**config.mk**
```make
export PLATFORM = sky130hd
export DESIGN_NAME = stochastic_approximation_tracker_unit
export DESIGN_NICKNAME = d
export VERILOG_FILES = /design/src/rtl/core/sat_pkg.sv /design/src/rtl/core/sat_front.sv /design/src/rtl/core/sat_back.sv /design/src/rtl/core/stochastic_approximation_tracker_unit.sv
export SDC_FILE = /design/constraint.sdc
export NUM_CORES = 2
export LEC_CHECK = 0
export ABC_AREA = 1
export BUFFER_PORTS_ARGS = -buffer_cell sky130_fd_sc_hd__clkbuf_2
export CELL_PAD_IN_SITES_DETAIL_PLACEMENT = 0
export CELL_PAD_IN_SITES_GLOBAL_PLACEMENT = 1
export CORE_MARGIN = 4
export CORE_UTILIZATION = 45
export DETAILED_ROUTE_END_ITERATION = 7
export PLACE_DENSITY_LB_ADDON = 0.1
export SLEW_MARGIN = 15
export SYNTH_ARGS = -nofsm -noshare
export SYNTH_HDL_FRONTEND = slang
export SYNTH_HIERARCHICAL = 1
export SYNTH_SLANG_ARGS = --single-unit
```
**constraint.sdc**
```tcl
create_clock -name clk -period 10.67 [get_ports clk]
set_clock_uncertainty 0.05 [all_clocks]
set_input_delay 0.5335 -clock clk [delete_from_list [all_inputs] [get_ports clk]]
set_output_delay 0.5335 -clock clk [all_outputs]
set_load 0.02 [all_outputs]
```
**src/rtl/core/sat_pkg.sv**
```systemverilog
// ----------------------------------------------------------------------------
// sat_pkg
// Shared types, constants and tables of the stochastic approximation tracker.
// ----------------------------------------------------------------------------
package sat_pkg;

  localparam int SAT_SAMPLE_WIDTH = 24;
  localparam int SAT_COUNT_WIDTH  = 32;

  // register indexes of the configuration port
  localparam logic [2:0] CFG_START  = 3'd0;
  localparam logic [2:0] CFG_GAIN   = 3'd1;
  localparam logic [2:0] CFG_EXP    = 3'd2;
  localparam logic [2:0] CFG_LEVEL  = 3'd3;
  localparam logic [2:0] CFG_MODE   = 3'd4;
  localparam logic [2:0] CFG_SQUARE = 3'd5;

  localparam logic signed [23:0] START_RST  = 24'sd655360;
  localparam logic [23:0]        GAIN_RST   = 24'd65536;
  localparam logic [15:0]        EXP_RST    = 16'd16384;
  localparam logic [15:0]        LEVEL_RST  = 16'd62259;

  localparam logic MODE_MEAN     = 1'b0;
  localparam logic MODE_QUANTILE = 1'b1;

  typedef struct packed {
    logic signed [23:0] start;
    logic [23:0]        gain;
    logic [15:0]        expo;
    logic [15:0]        level;
    logic               mode;
    logic               square;
  } cfg_t;

  typedef enum logic [3:0] {
    ST_IDLE,
    ST_NORM,
    ST_LOG,
    ST_EXPM,
    ST_POW,
    ST_GAIN,
    ST_SHIFT,
    ST_SQUARE,
    ST_MUL,
    ST_UPD
  } state_t;

  typedef logic [30:0] root_tab_t [16];

  function automatic longint unsigned sat_isqrt(input longint unsigned v_in);
    longint unsigned v;
    longint unsigned res;
    longint unsigned b;
    v   = v_in;
    res = 0;
    b   = 64'd1 << 62;
    for (int i = 0; i < 32; i++) begin
      if (b > v) b = b >> 2;
    end
    for (int i = 0; i < 32; i++) begin
      if (b != 0) begin
        if (v >= res + b) begin
          v   = v - (res + b);
          res = (res >> 1) + b;
        end else begin
          res = res >> 1;
        end
        b = b >> 2;
      end
    end
    return res;
  endfunction

  // r_k = 2^(-2^-(k+1)) in Q.30, each from a truncated square root of the last
  function automatic root_tab_t sat_roots();
    root_tab_t       tab;
    longint unsigned r;
    r = 64'd1 << 29;
    for (int k = 0; k < 16; k++) begin
      r      = sat_isqrt(r << 30);
      tab[k] = r[30:0];
    end
    return tab;
  endfunction

  localparam root_tab_t ROOTS = sat_roots();

endpackage

```
**src/rtl/core/sat_front.sv**
```systemverilog
// ----------------------------------------------------------------------------
// sat_front
// Input side: takes sample words and holds them in a two-entry queue.
// ----------------------------------------------------------------------------
module sat_front #(
  parameter int SAMPLE_WIDTH = 24
) (
  input  logic                           clk,
  input  logic                           rst_n,
  input  logic                           in_valid,
  output logic                           in_ready,
  input  logic signed [SAMPLE_WIDTH-1:0] in_sample,
  input  logic                           in_restart,
  output logic                           q_valid,
  input  logic                           q_pop,
  output logic signed [SAMPLE_WIDTH-1:0] q_sample,
  output logic                           q_restart
);

  logic signed [SAMPLE_WIDTH-1:0] mem_sample [2];
  logic                           mem_restart [2];
  logic                           wp_r, rp_r;
  logic [1:0]                     cnt_r, cnt_nxt;
  logic                           push;

  assign in_ready  = (cnt_r != 2'd2);
  assign push      = in_valid && in_ready;
  assign q_valid   = (cnt_r != 2'd0);
  assign q_sample  = mem_sample[rp_r];
  assign q_restart = mem_restart[rp_r];

  always_comb begin
    cnt_nxt = cnt_r;
    if (push && !q_pop) cnt_nxt = cnt_r + 2'd1;
    if (!push && q_pop) cnt_nxt = cnt_r - 2'd1;
  end

  always_ff @(posedge clk) begin
    if (push) begin
      mem_sample[wp_r]  <= in_sample;
      mem_restart[wp_r] <= in_restart;
    end
  end

  always_ff @(posedge clk) begin
    if (!rst_n) begin
      wp_r  <= 1'b0;
      rp_r  <= 1'b0;
      cnt_r <= 2'd0;
    end else begin
      if (push)  wp_r <= ~wp_r;
      if (q_pop) rp_r <= ~rp_r;
      cnt_r <= cnt_nxt;
    end
  end

endmodule

```
**src/rtl/core/sat_back.sv**
```systemverilog
// ----------------------------------------------------------------------------
// sat_back
// Step-size sequencer and estimate update around one shared multiplier.
// ----------------------------------------------------------------------------
module sat_back #(
  parameter int SAMPLE_WIDTH = 24,
  parameter int COUNT_WIDTH  = 32
) (
  input  logic                           clk,
  input  logic                           rst_n,
  input  sat_pkg::cfg_t                  cfg,
  input  logic                           q_valid,
  output logic                           q_pop,
  input  logic signed [SAMPLE_WIDTH-1:0] q_sample,
  input  logic                           q_restart,
  output logic                           out_valid,
  input  logic                           out_ready,
  output logic signed [SAMPLE_WIDTH-1:0] out_estimate,
  output logic [23:0]                    out_step_size,
  output logic                           out_saturated
);
  import sat_pkg::*;

  localparam int SW   = SAMPLE_WIDTH;
  localparam int NW   = COUNT_WIDTH + 1;
  localparam int XW   = (NW > 31) ? NW : 31;
  localparam int PBW  = $clog2(XW);
  localparam int FW   = (SW + 1 > 18) ? SW + 1 : 18;
  localparam int NC   = (FW + 23) / 24;
  localparam int NCB  = (NC > 1) ? $clog2(NC) : 1;
  localparam int MAGW = NC * 24;
  localparam int PW   = MAGW + 24;
  localparam int DW   = PW + 1 - 16;
  localparam int CLW  = ((SW > 24) ? SW : 24) + 1;

  localparam logic signed [SW-1:0] EMAX = {1'b0, {(SW-1){1'b1}}};
  localparam logic signed [SW-1:0] EMIN = {1'b1, {(SW-1){1'b0}}};

  state_t state_r, state_nxt;

  logic [XW-1:0]          x_r, x_nxt;
  logic [PBW-1:0]         p_r, p_nxt;
  logic [30:0]            m_r, m_nxt;
  logic [15:0]            frac_r, frac_nxt;
  logic [3:0]             it_r, it_nxt;
  logic [PBW+1:0]         ip_r, ip_nxt;
  logic [15:0]            f_r, f_nxt;
  logic [30:0]            acc_r, acc_nxt;
  logic [54:0]            gp_r, gp_nxt;
  logic [23:0]            step_r, step_nxt;
  logic [MAGW-1:0]        mag_r, mag_nxt;
  logic                   neg_r, neg_nxt;
  logic [PW-1:0]          pacc_r, pacc_nxt;
  logic [NCB-1:0]         ci_r, ci_nxt;
  logic signed [SW-1:0]   est_r, est_nxt;
  logic [COUNT_WIDTH-1:0] cnt_r, cnt_nxt;

  logic                   out_valid_r, out_valid_nxt;
  logic signed [SW-1:0]   out_est_r, out_est_nxt;
  logic [23:0]            out_step_r, out_step_nxt;
  logic                   out_sat_r, out_sat_nxt;

  logic [30:0]            mul_a, mul_b;
  logic [61:0]            prod;

  logic signed [CLW-1:0]  st_x, st_rst_x;
  logic signed [SW-1:0]   st_clip, st_rst;
  logic signed [SW-1:0]   est_cur;
  logic [COUNT_WIDTH-1:0] cnt_cur;
  logic signed [FW-1:0]   fval;
  logic [FW-1:0]          fmag;
  logic [17:0]            qpos;
  logic [PBW+15:0]        lg;
  logic [8:0]             sh;
  logic [54:0]            gsh;
  logic signed [PW:0]     sp;
  logic signed [DW-1:0]   delta;
  logic signed [DW:0]     nv;
  logic signed [SW-1:0]   nv_clip;
  logic                   nv_sat;
  logic                   out_free;

  // restart value, clipped to the estimate range
  always_comb begin
    st_x     = CLW'(cfg.start);
    st_rst_x = CLW'(START_RST);
    if (st_x > CLW'(EMAX))      st_clip = EMAX;
    else if (st_x < CLW'(EMIN)) st_clip = EMIN;
    else                        st_clip = SW'(st_x);
    if (st_rst_x > CLW'(EMAX))      st_rst = EMAX;
    else if (st_rst_x < CLW'(EMIN)) st_rst = EMIN;
    else                            st_rst = SW'(st_rst_x);
  end

  assign est_cur = q_restart ? st_clip : est_r;
  assign cnt_cur = q_restart ? '0 : cnt_r;

  always_comb begin
    qpos = 18'd65536 - 18'(cfg.level);
    if (cfg.mode == MODE_MEAN) begin
      fval = FW'(est_cur) - FW'(q_sample);
    end else if (q_sample <= est_cur) begin
      fval = signed'(FW'(qpos));
    end else begin
      fval = -signed'(FW'(cfg.level));
    end
    fmag = fval[FW-1] ? FW'(-fval) : FW'(fval);
  end

  assign lg = {p_r, frac_r};

  always_comb begin
    mul_a = '0;
    mul_b = '0;
    case (state_r)
      ST_LOG: begin
        mul_a = m_r;
        mul_b = m_r;
      end
      ST_EXPM: begin
        mul_a = 31'(lg);
        mul_b = 31'(cfg.expo);
      end
      ST_POW: begin
        mul_a = acc_r;
        mul_b = ROOTS[it_r];
      end
      ST_GAIN: begin
        mul_a = 31'(cfg.gain);
        mul_b = acc_r;
      end
      ST_SQUARE: begin
        mul_a = 31'(step_r);
        mul_b = 31'(step_r);
      end
      ST_MUL: begin
        mul_a = 31'(mag_r[MAGW-1 -: 24]);
        mul_b = 31'(step_r);
      end
      default: begin
        mul_a = '0;
        mul_b = '0;
      end
    endcase
  end

  assign prod = {31'b0, mul_a} * {31'b0, mul_b};

  assign sh  = 9'd30 + 9'(ip_r);
  assign gsh = gp_r >> sh;

  // floor(F * step / 2^16) and the clipped new estimate
  always_comb begin
    sp    = neg_r ? -signed'({1'b0, pacc_r}) : signed'({1'b0, pacc_r});
    delta = DW'(sp >>> 16);
    nv    = (DW+1)'(est_r) - (DW+1)'(delta);
    nv_sat = 1'b1;
    if (nv > (DW+1)'(EMAX))      nv_clip = EMAX;
    else if (nv < (DW+1)'(EMIN)) nv_clip = EMIN;
    else begin
      nv_clip = SW'(nv);
      nv_sat  = 1'b0;
    end
  end

  assign out_free = !out_valid_r || out_ready;

  // next state
  always_comb begin
    state_nxt = state_r;
    unique case (state_r)
      ST_IDLE:   if (q_valid) state_nxt = ST_NORM;
      ST_NORM:   if (x_r[XW-1]) state_nxt = ST_LOG;
      ST_LOG:    if (it_r == 4'd15) state_nxt = ST_EXPM;
      ST_EXPM:   state_nxt = ST_POW;
      ST_POW:    if (it_r == 4'd15) state_nxt = ST_GAIN;
      ST_GAIN:   state_nxt = ST_SHIFT;
      ST_SHIFT:  state_nxt = cfg.square ? ST_SQUARE : ST_MUL;
      ST_SQUARE: state_nxt = ST_MUL;
      ST_MUL:    if (ci_r == NCB'(NC - 1)) state_nxt = ST_UPD;
      ST_UPD:    if (out_free) state_nxt = ST_IDLE;
      default:   state_nxt = ST_IDLE;
    endcase
  end

  assign q_pop = (state_r == ST_IDLE) && q_valid;

  // datapath
  always_comb begin
    x_nxt         = x_r;
    p_nxt         = p_r;
    m_nxt         = m_r;
    frac_nxt      = frac_r;
    it_nxt        = it_r;
    ip_nxt        = ip_r;
    f_nxt         = f_r;
    acc_nxt       = acc_r;
    gp_nxt        = gp_r;
    step_nxt      = step_r;
    mag_nxt       = mag_r;
    neg_nxt       = neg_r;
    pacc_nxt      = pacc_r;
    ci_nxt        = ci_r;
    est_nxt       = est_r;
    cnt_nxt       = cnt_r;
    out_valid_nxt = out_valid_r && !out_ready;
    out_est_nxt   = out_est_r;
    out_step_nxt  = out_step_r;
    out_sat_nxt   = out_sat_r;
    case (state_r)
      ST_IDLE: begin
        if (q_valid) begin
          est_nxt  = est_cur;
          cnt_nxt  = cnt_cur;
          x_nxt    = XW'(cnt_cur) + XW'(1);
          p_nxt    = PBW'(XW - 1);
          mag_nxt  = MAGW'(fmag);
          neg_nxt  = fval[FW-1];
          pacc_nxt = '0;
        end
      end
      ST_NORM: begin
        if (x_r[XW-1]) begin
          m_nxt    = x_r[XW-1 -: 31];
          it_nxt   = '0;
          frac_nxt = '0;
        end else begin
          x_nxt = x_r << 1;
          p_nxt = p_r - PBW'(1);
        end
      end
      ST_LOG: begin
        frac_nxt = {frac_r[14:0], prod[61]};
        m_nxt    = prod[61] ? prod[61:31] : prod[60:30];
        it_nxt   = it_r + 4'd1;
      end
      ST_EXPM: begin
        ip_nxt  = prod[PBW+31:30];
        f_nxt   = prod[29:14];
        acc_nxt = 31'h4000_0000;
        it_nxt  = '0;
      end
      ST_POW: begin
        if (f_r[15]) acc_nxt = prod[60:30];
        f_nxt  = f_r << 1;
        it_nxt = it_r + 4'd1;
      end
      ST_GAIN: begin
        gp_nxt = prod[54:0];
      end
      ST_SHIFT: begin
        step_nxt = (sh >= 9'd64) ? 24'd0 : gsh[23:0];
        ci_nxt   = '0;
      end
      ST_SQUARE: begin
        step_nxt = (prod[47:40] != 8'd0) ? 24'hFF_FFFF : prod[39:16];
      end
      ST_MUL: begin
        pacc_nxt = (pacc_r << 24) + PW'(prod[47:0]);
        mag_nxt  = mag_r << 24;
        ci_nxt   = ci_r + NCB'(1);
      end
      ST_UPD: begin
        if (out_free) begin
          est_nxt       = nv_clip;
          cnt_nxt       = (cnt_r == '1) ? cnt_r : cnt_r + COUNT_WIDTH'(1);
          out_valid_nxt = 1'b1;
          out_est_nxt   = nv_clip;
          out_step_nxt  = step_r;
          out_sat_nxt   = nv_sat;
        end
      end
      default: begin
        x_nxt = x_r;
      end
    endcase
  end

  always_ff @(posedge clk) begin
    x_r        <= x_nxt;
    p_r        <= p_nxt;
    m_r        <= m_nxt;
    frac_r     <= frac_nxt;
    it_r       <= it_nxt;
    ip_r       <= ip_nxt;
    f_r        <= f_nxt;
    acc_r      <= acc_nxt;
    gp_r       <= gp_nxt;
    step_r     <= step_nxt;
    mag_r      <= mag_nxt;
    neg_r      <= neg_nxt;
    pacc_r     <= pacc_nxt;
    ci_r       <= ci_nxt;
    out_est_r  <= out_est_nxt;
    out_step_r <= out_step_nxt;
    out_sat_r  <= out_sat_nxt;
  end

  always_ff @(posedge clk) begin
    if (!rst_n) begin
      state_r     <= ST_IDLE;
      est_r       <= st_rst;
      cnt_r       <= '0;
      out_valid_r <= 1'b0;
    end else begin
      state_r     <= state_nxt;
      est_r       <= est_nxt;
      cnt_r       <= cnt_nxt;
      out_valid_r <= out_valid_nxt;
    end
  end

  assign out_valid     = out_valid_r;
  assign out_estimate  = out_est_r;
  assign out_step_size = out_step_r;
  assign out_saturated = out_sat_r;

endmodule

```
**src/rtl/core/stochastic_approximation_tracker_unit.sv**
```systemverilog
// ----------------------------------------------------------------------------
// stochastic_approximation_tracker_unit
// Robbins-Monro tracker of a mean or a quantile over a Q8.16 sample stream.
// ----------------------------------------------------------------------------
// Input words (in_sample, in_restart) enter a two-entry queue over valid and
// ready. The back end takes one word at a time, forms the step size
// gain / (count+1)^exponent with one shared 31x31 multiplier and updates the
// estimate. Per word it steps through: a pop, a leading-one scan of
// count+1 over COUNT_WIDTH+1 bits (at least 31 wide), a log loop over
// 16 fraction bits, one exponent multiply, a power loop over 16 fraction
// bits, gain multiply, shift, the squared step when set, the product over
// the sample error in 24-bit chunks and the update; the scan takes longer
// while the count is small. The result word sits in an output register;
// while the receiver stalls the back end finishes the next word up to its
// update and waits, and the queue keeps taking input until full. Reset
// clears the queue and output, loads the estimate with the start value
// reset, zeroes the count and restores the register reset values. The user
// must write registers over cfg_we, cfg_idx and cfg_wdata only while no
// word is in flight; the block itself does not enforce this.
// ----------------------------------------------------------------------------
module stochastic_approximation_tracker_unit #(
  parameter int SAMPLE_WIDTH = sat_pkg::SAT_SAMPLE_WIDTH,
  parameter int COUNT_WIDTH  = sat_pkg::SAT_COUNT_WIDTH
) (
  input  logic                           clk,
  input  logic                           rst_n,
  input  logic                           cfg_we,
  input  logic [2:0]                     cfg_idx,
  input  logic [23:0]                    cfg_wdata,
  input  logic                           in_valid,
  output logic                           in_ready,
  input  logic signed [SAMPLE_WIDTH-1:0] in_sample,
  input  logic                           in_restart,
  output logic                           out_valid,
  input  logic                           out_ready,
  output logic signed [SAMPLE_WIDTH-1:0] out_estimate,
  output logic [23:0]                    out_step_size,
  output logic                           out_saturated
);
  import sat_pkg::*;

  cfg_t cfg_r;

  logic                           q_valid, q_pop, q_restart;
  logic signed [SAMPLE_WIDTH-1:0] q_sample;

  always_ff @(posedge clk) begin
    if (!rst_n) begin
      cfg_r.start  <= START_RST;
      cfg_r.gain   <= GAIN_RST;
      cfg_r.expo   <= EXP_RST;
      cfg_r.level  <= LEVEL_RST;
      cfg_r.mode   <= MODE_MEAN;
      cfg_r.square <= 1'b0;
    end else if (cfg_we) begin
      unique case (cfg_idx)
        CFG_START:  cfg_r.start  <= signed'(cfg_wdata);
        CFG_GAIN:   cfg_r.gain   <= cfg_wdata;
        CFG_EXP:    cfg_r.expo   <= cfg_wdata[15:0];
        CFG_LEVEL:  cfg_r.level  <= cfg_wdata[15:0];
        CFG_MODE:   cfg_r.mode   <= cfg_wdata[0];
        CFG_SQUARE: cfg_r.square <= cfg_wdata[0];
        default:    cfg_r.square <= cfg_r.square;
      endcase
    end
  end

  sat_front #(
    .SAMPLE_WIDTH(SAMPLE_WIDTH)
  ) u_front (
    .clk       (clk),
    .rst_n     (rst_n),
    .in_valid  (in_valid),
    .in_ready  (in_ready),
    .in_sample (in_sample),
    .in_restart(in_restart),
    .q_valid   (q_valid),
    .q_pop     (q_pop),
    .q_sample  (q_sample),
    .q_restart (q_restart)
  );

  sat_back #(
    .SAMPLE_WIDTH(SAMPLE_WIDTH),
    .COUNT_WIDTH (COUNT_WIDTH)
  ) u_back (
    .clk          (clk),
    .rst_n        (rst_n),
    .cfg          (cfg_r),
    .q_valid      (q_valid),
    .q_pop        (q_pop),
    .q_sample     (q_sample),
    .q_restart    (q_restart),
    .out_valid    (out_valid),
    .out_ready    (out_ready),
    .out_estimate (out_estimate),
    .out_step_size(out_step_size),
    .out_saturated(out_saturated)
  );

endmodule

```
==> impl_metrics.sql <==
INSERT INTO impl_metrics (metric_group, metric, value, unit) VALUES
('clock_network', 'clk_root_buffer_cell', 'sky130_fd_sc_hd__clkbuf_16', ''),
('logic_synthesis', 'fraction_of_synthesis_flops_using_an_asynchronous_set_or_reset_pin', '0', '%'),
('grt', 'grt.total_usage', '32.5', '%'),
('die', 'core_area', '0.155', 'mm2'),
('outcome', 'run_status', 'finished clean', ''),
('final_layout', 'layout.core_utilization', '54.2', '%'),
('detailed_routing', 'routed-via-count', '64800', ''),
('clock_network', 'numCtsBuffers', '68', ''),
('detailed_routing', 'postRouteWirelength', '268000', 'um'),
('critical_path', 'worst_setup_start_kind', 'register', ''),
('clock_network', 'tritoncts_num_sinks', '563', ''),
('power', 'switching_share', '53.5', '%'),
('power', 'power_frac_comb', '76.8', '%'),
('critical_path', 'path_class', 'reg -> reg', ''),
('clock_network', 'clkLatencyLatePin', '660', 'ps'),
('power', 'ir_worst_vdd', '0.360', 'mV'),
('timing', 'hold_violations', '0', ''),
('placed_design', 'gp_congestion', '0.995', ''),
('grt', 'grt_antenna_before_repair', '21', ''),
('power', 'power.leakage', '42.7', 'nW'),
('placed_design', 'io_buffers', '107', ''),
('timing', 'layout_worst_path_cycle_share', '98.1', '%'),
('die', 'io-pin-count', '108', ''),
('logic_synthesis', 'edff_count_synth', '415', ''),
('worst_hold_path', 'type_of_the_most_critical_hold_path', 'in -> reg', ''),
('detailed_routing', 'ant_nets', '0', ''),
('placed_design', 'post-place-cells', '12000', ''),
('power', 'pwr-share-clk', '9.3', '%'),
('detailed_routing', 'wire_length_per_cell_after_detailed_routing', '21.9', 'um'),
('logic_synthesis', 'share_of_synthesized_area_occupied_by_flip_flops_and_latches', '22.0', '%'),
('die', 'rows', '144', ''),
('logic_synthesis', 'synthesized_net_count', '10700', ''),
('timing', 'final.min_clock_period', '10470', 'ps'),
('critical_path', 'critPathRequiredTime', '10980', 'ps'),
('power', 'pwr_per_cell_area', '333', 'mW/mm2'),
('grt', 'pin_count_of_the_biggest_net_entering_global_routing', '80', ''),
('die', 'initial_cell_density_of_the_core', '45.5', '%'),
('detailed_routing', 'highest-signal-layer', 'met5', ''),
('grt', 'grt_remaining_overflow', '0', ''),
('final_layout', 'final_net_count', '11400', ''),
('logic_synthesis', 'synth_seq_cells', '563', ''),
('grt', 'grt_pass1_wl', '398000', 'um'),
('logic_synthesis', 'yosys_most_used_dff', 'sky130_fd_sc_hd__edfxtp_1', ''),
('worst_hold_path', 'hold_path_stages', '1', ''),
('detailed_routing', 'detail_route.vias_per_cell', '5.30', ''),
('flow_run', 'maxCapViolations', '0', ''),
('die', 'total_die_area', '0.163', 'mm2'),
('critical_path', 'r2r_cells', '41', ''),
('final_layout', 'stdcell_count', '12200', ''),
('timing', 'tightestPinTransition', '1160', 'ps'),
('detailed_routing', 'drtPass1Iterations', '6', ''),
('clock_network', 'cts_max_path_buffers', '3', ''),
('logic_synthesis', 'synth.top_cell.area_share', '23.9', '%'),
('detailed_routing', 'routedLengthMet1', '118000', 'um'),
('logic_synthesis', 'synthDominantAreaCellType', 'sky130_fd_sc_hd__fa_1', ''),
('power', 'netSwitchingPower', '14.9', 'mW'),
('die', 'die_x', '403', 'um'),
('timing', 'max_frequency', '95.5', 'MHz'),
('timing', 'timing.final.setup_violations', '0', ''),
('placed_design', 'dp_hpwl', '220000', 'um'),
('logic_synthesis', 'postSynthCellCount', '9407', ''),
('power', 'power_frac_seq', '13.9', '%'),
('logic_synthesis', 'yosys_warnings', '6', ''),
('final_layout', 'post_route_cells_drive_above_1_share', '15.1', '%'),
('grt', 'first_global_vias', '63300', ''),
('logic_synthesis', 'synthTopCellsByCount', 'sky130_fd_sc_hd__nand2_1, sky130_fd_sc_hd__inv_1, sky130_fd_sc_hd__nor2_1', ''),
('die', 'chipHeight', '403', 'um'),
('clock_network', 'ctsHtreeMaxLevel', '3', ''),
('detailed_routing', 'met2WireLength', '119000', 'um'),
('power', 'intPower', '13.0', 'mW'),
('critical_path', 'cp-end-kind', 'register', '');
==> through the flow <==
stage                     TNS (ps)  setup slack [ps]  power (mW)  hold WS (ps)  area (um2)
after floorplan                  0               425        14.4           376       70300
after global placement      -13240              -813        23.6           396       79000
after detailed placement    -15580              -869        23.7           409       79000
after CTS                        0              13.9        26.5        0.0718       82000
after global routing         -1130              -131        29.9          3.14       83800
final                            0               203        27.9          35.4       83800
==> state kept, by name (all words and copies together), names as in the netlist, 2 cells and up, named ones only <==
register,count
u_back/step_r,24
u_front/mem_sample,48
u_back/mag_r,48
u_front/mem_restart,2
u_back/est_r,24
u_back/p_r,6
cfg_r,82
u_back/x_r,33
u_back/f_r,16
u_back/out_step_size,24
u_front/cnt_r,2
u_back/pacc_r,72
u_back/ip_r,8
u_back/m_r,31
u_back/it_r,4
u_back/gp_r,25
u_back/cnt_r,32
u_back/frac_r,16
u_back/out_estimate,24
u_back/state_r,4
u_back/acc_r,31
==> placed cells by master (no fill, tap or decap), drive strengths merged, types with 30 or more instances in the layout <==
| cell | n |
|---|---|
| a21oi | 334 |
| a31oi | 39 |
| buf | 840 |
| clkbuf | 192 |
| clkinv | 36 |
| dfxtp | 148 |
| edfxtp | 415 |
| fa | 840 |
| ha | 375 |
| inv | 2084 |
| nand2 | 2511 |
| nand3 | 366 |
| nand4 | 74 |
| nor2 | 932 |
| nor3 | 82 |
| nor4 | 52 |
| o211ai | 30 |
| o21ai | 373 |
| o221ai | 32 |
| xnor2 | 38 |
| xor2 | 97 |
==> final timing paths <==
check                          startpoint                                  end  slack (ps)
max          u_back/it_r[0]$_SDFFCE_PN0P_      u_back/pacc_r[68]$_SDFFCE_PP0P_         200
min                         in_sample[19]  u_front/mem_sample[0][19]$_DFFE_PP_          40
max reg2reg  u_back/it_r[0]$_SDFFCE_PN0P_      u_back/pacc_r[68]$_SDFFCE_PP0P_         200
min reg2reg        cfg_r[50]$_SDFFE_PN1P_               cfg_r[50]$_SDFFE_PN1P_         430
==> power by group through the flow <==
stage / Clock, mW / Combinational (mW) / Sequential [mW]
floorplan: 0 / 10.7 / 3.69
detailed placement: 0 / 19.8 / 3.90
global route: 2.74 / 23.3 / 3.92
finish: 2.61 / 21.4 / 3.88
global placement: 0 / 19.7 / 3.89
CTS: 2.64 / 20.0 / 3.86
==> routing by layer <==
layer / GRT usage, % / vias up
li1: - / 30300
met1: 46.8 / 31700
met5: 0 / -
met4: 9.10 / 10
met3: 5.22 / 404
met2: 50.8 / 2336
==> cell type report <==
cell class / count / area [um2]
sequential: 563 / 15400
timing repair buffer: 975 / 8310
tap: 2044 / 2560
multi-input combinational: 6416 / 47100
clock buffer: 81 / 1790
clock inverter: 44 / 688
antenna: 5 / 12.5
fill: 15100 / 70800
inverter: 2100 / 7910
==> kinds of logic after synthesis <==
kind of cell / count (synthesis) / share of synthesized area (%)
buffers and inverters: 2428 / 13.2
AOI/OAI and AO/OA: 959 / 7.94
and+or+nand+nor: 4070 / 23.9
adders and majority gates: 1215 / 30.6
xor gates and xnor gates: 135 / 1.69
muxes: 37 / 0.678
DFF: 563 / 22.0
==> timing repair <==
action                                  CTS  global route
endpoints found under the hold margin    45             1
endpoints found under the setup margin   34            38
hold buffers                             23             1
pin swaps                                 8            72
gates resized for setup                  52           329
setup buffers                            13            46
gates cloned                              0             4
==> worst max-delay path, delay by kind of cell (launching register included) <==
kind                       cells  cell delay (ps)
DFF                            1              420
AOI/OAI and AO/OA             10             2200
and+or+nand+nor                6              670
xor gates and xnor gates       1              380
adders and majority gates     11             4780
buffers and inverters         13             1630
Power figures use the tool's default switching activity.
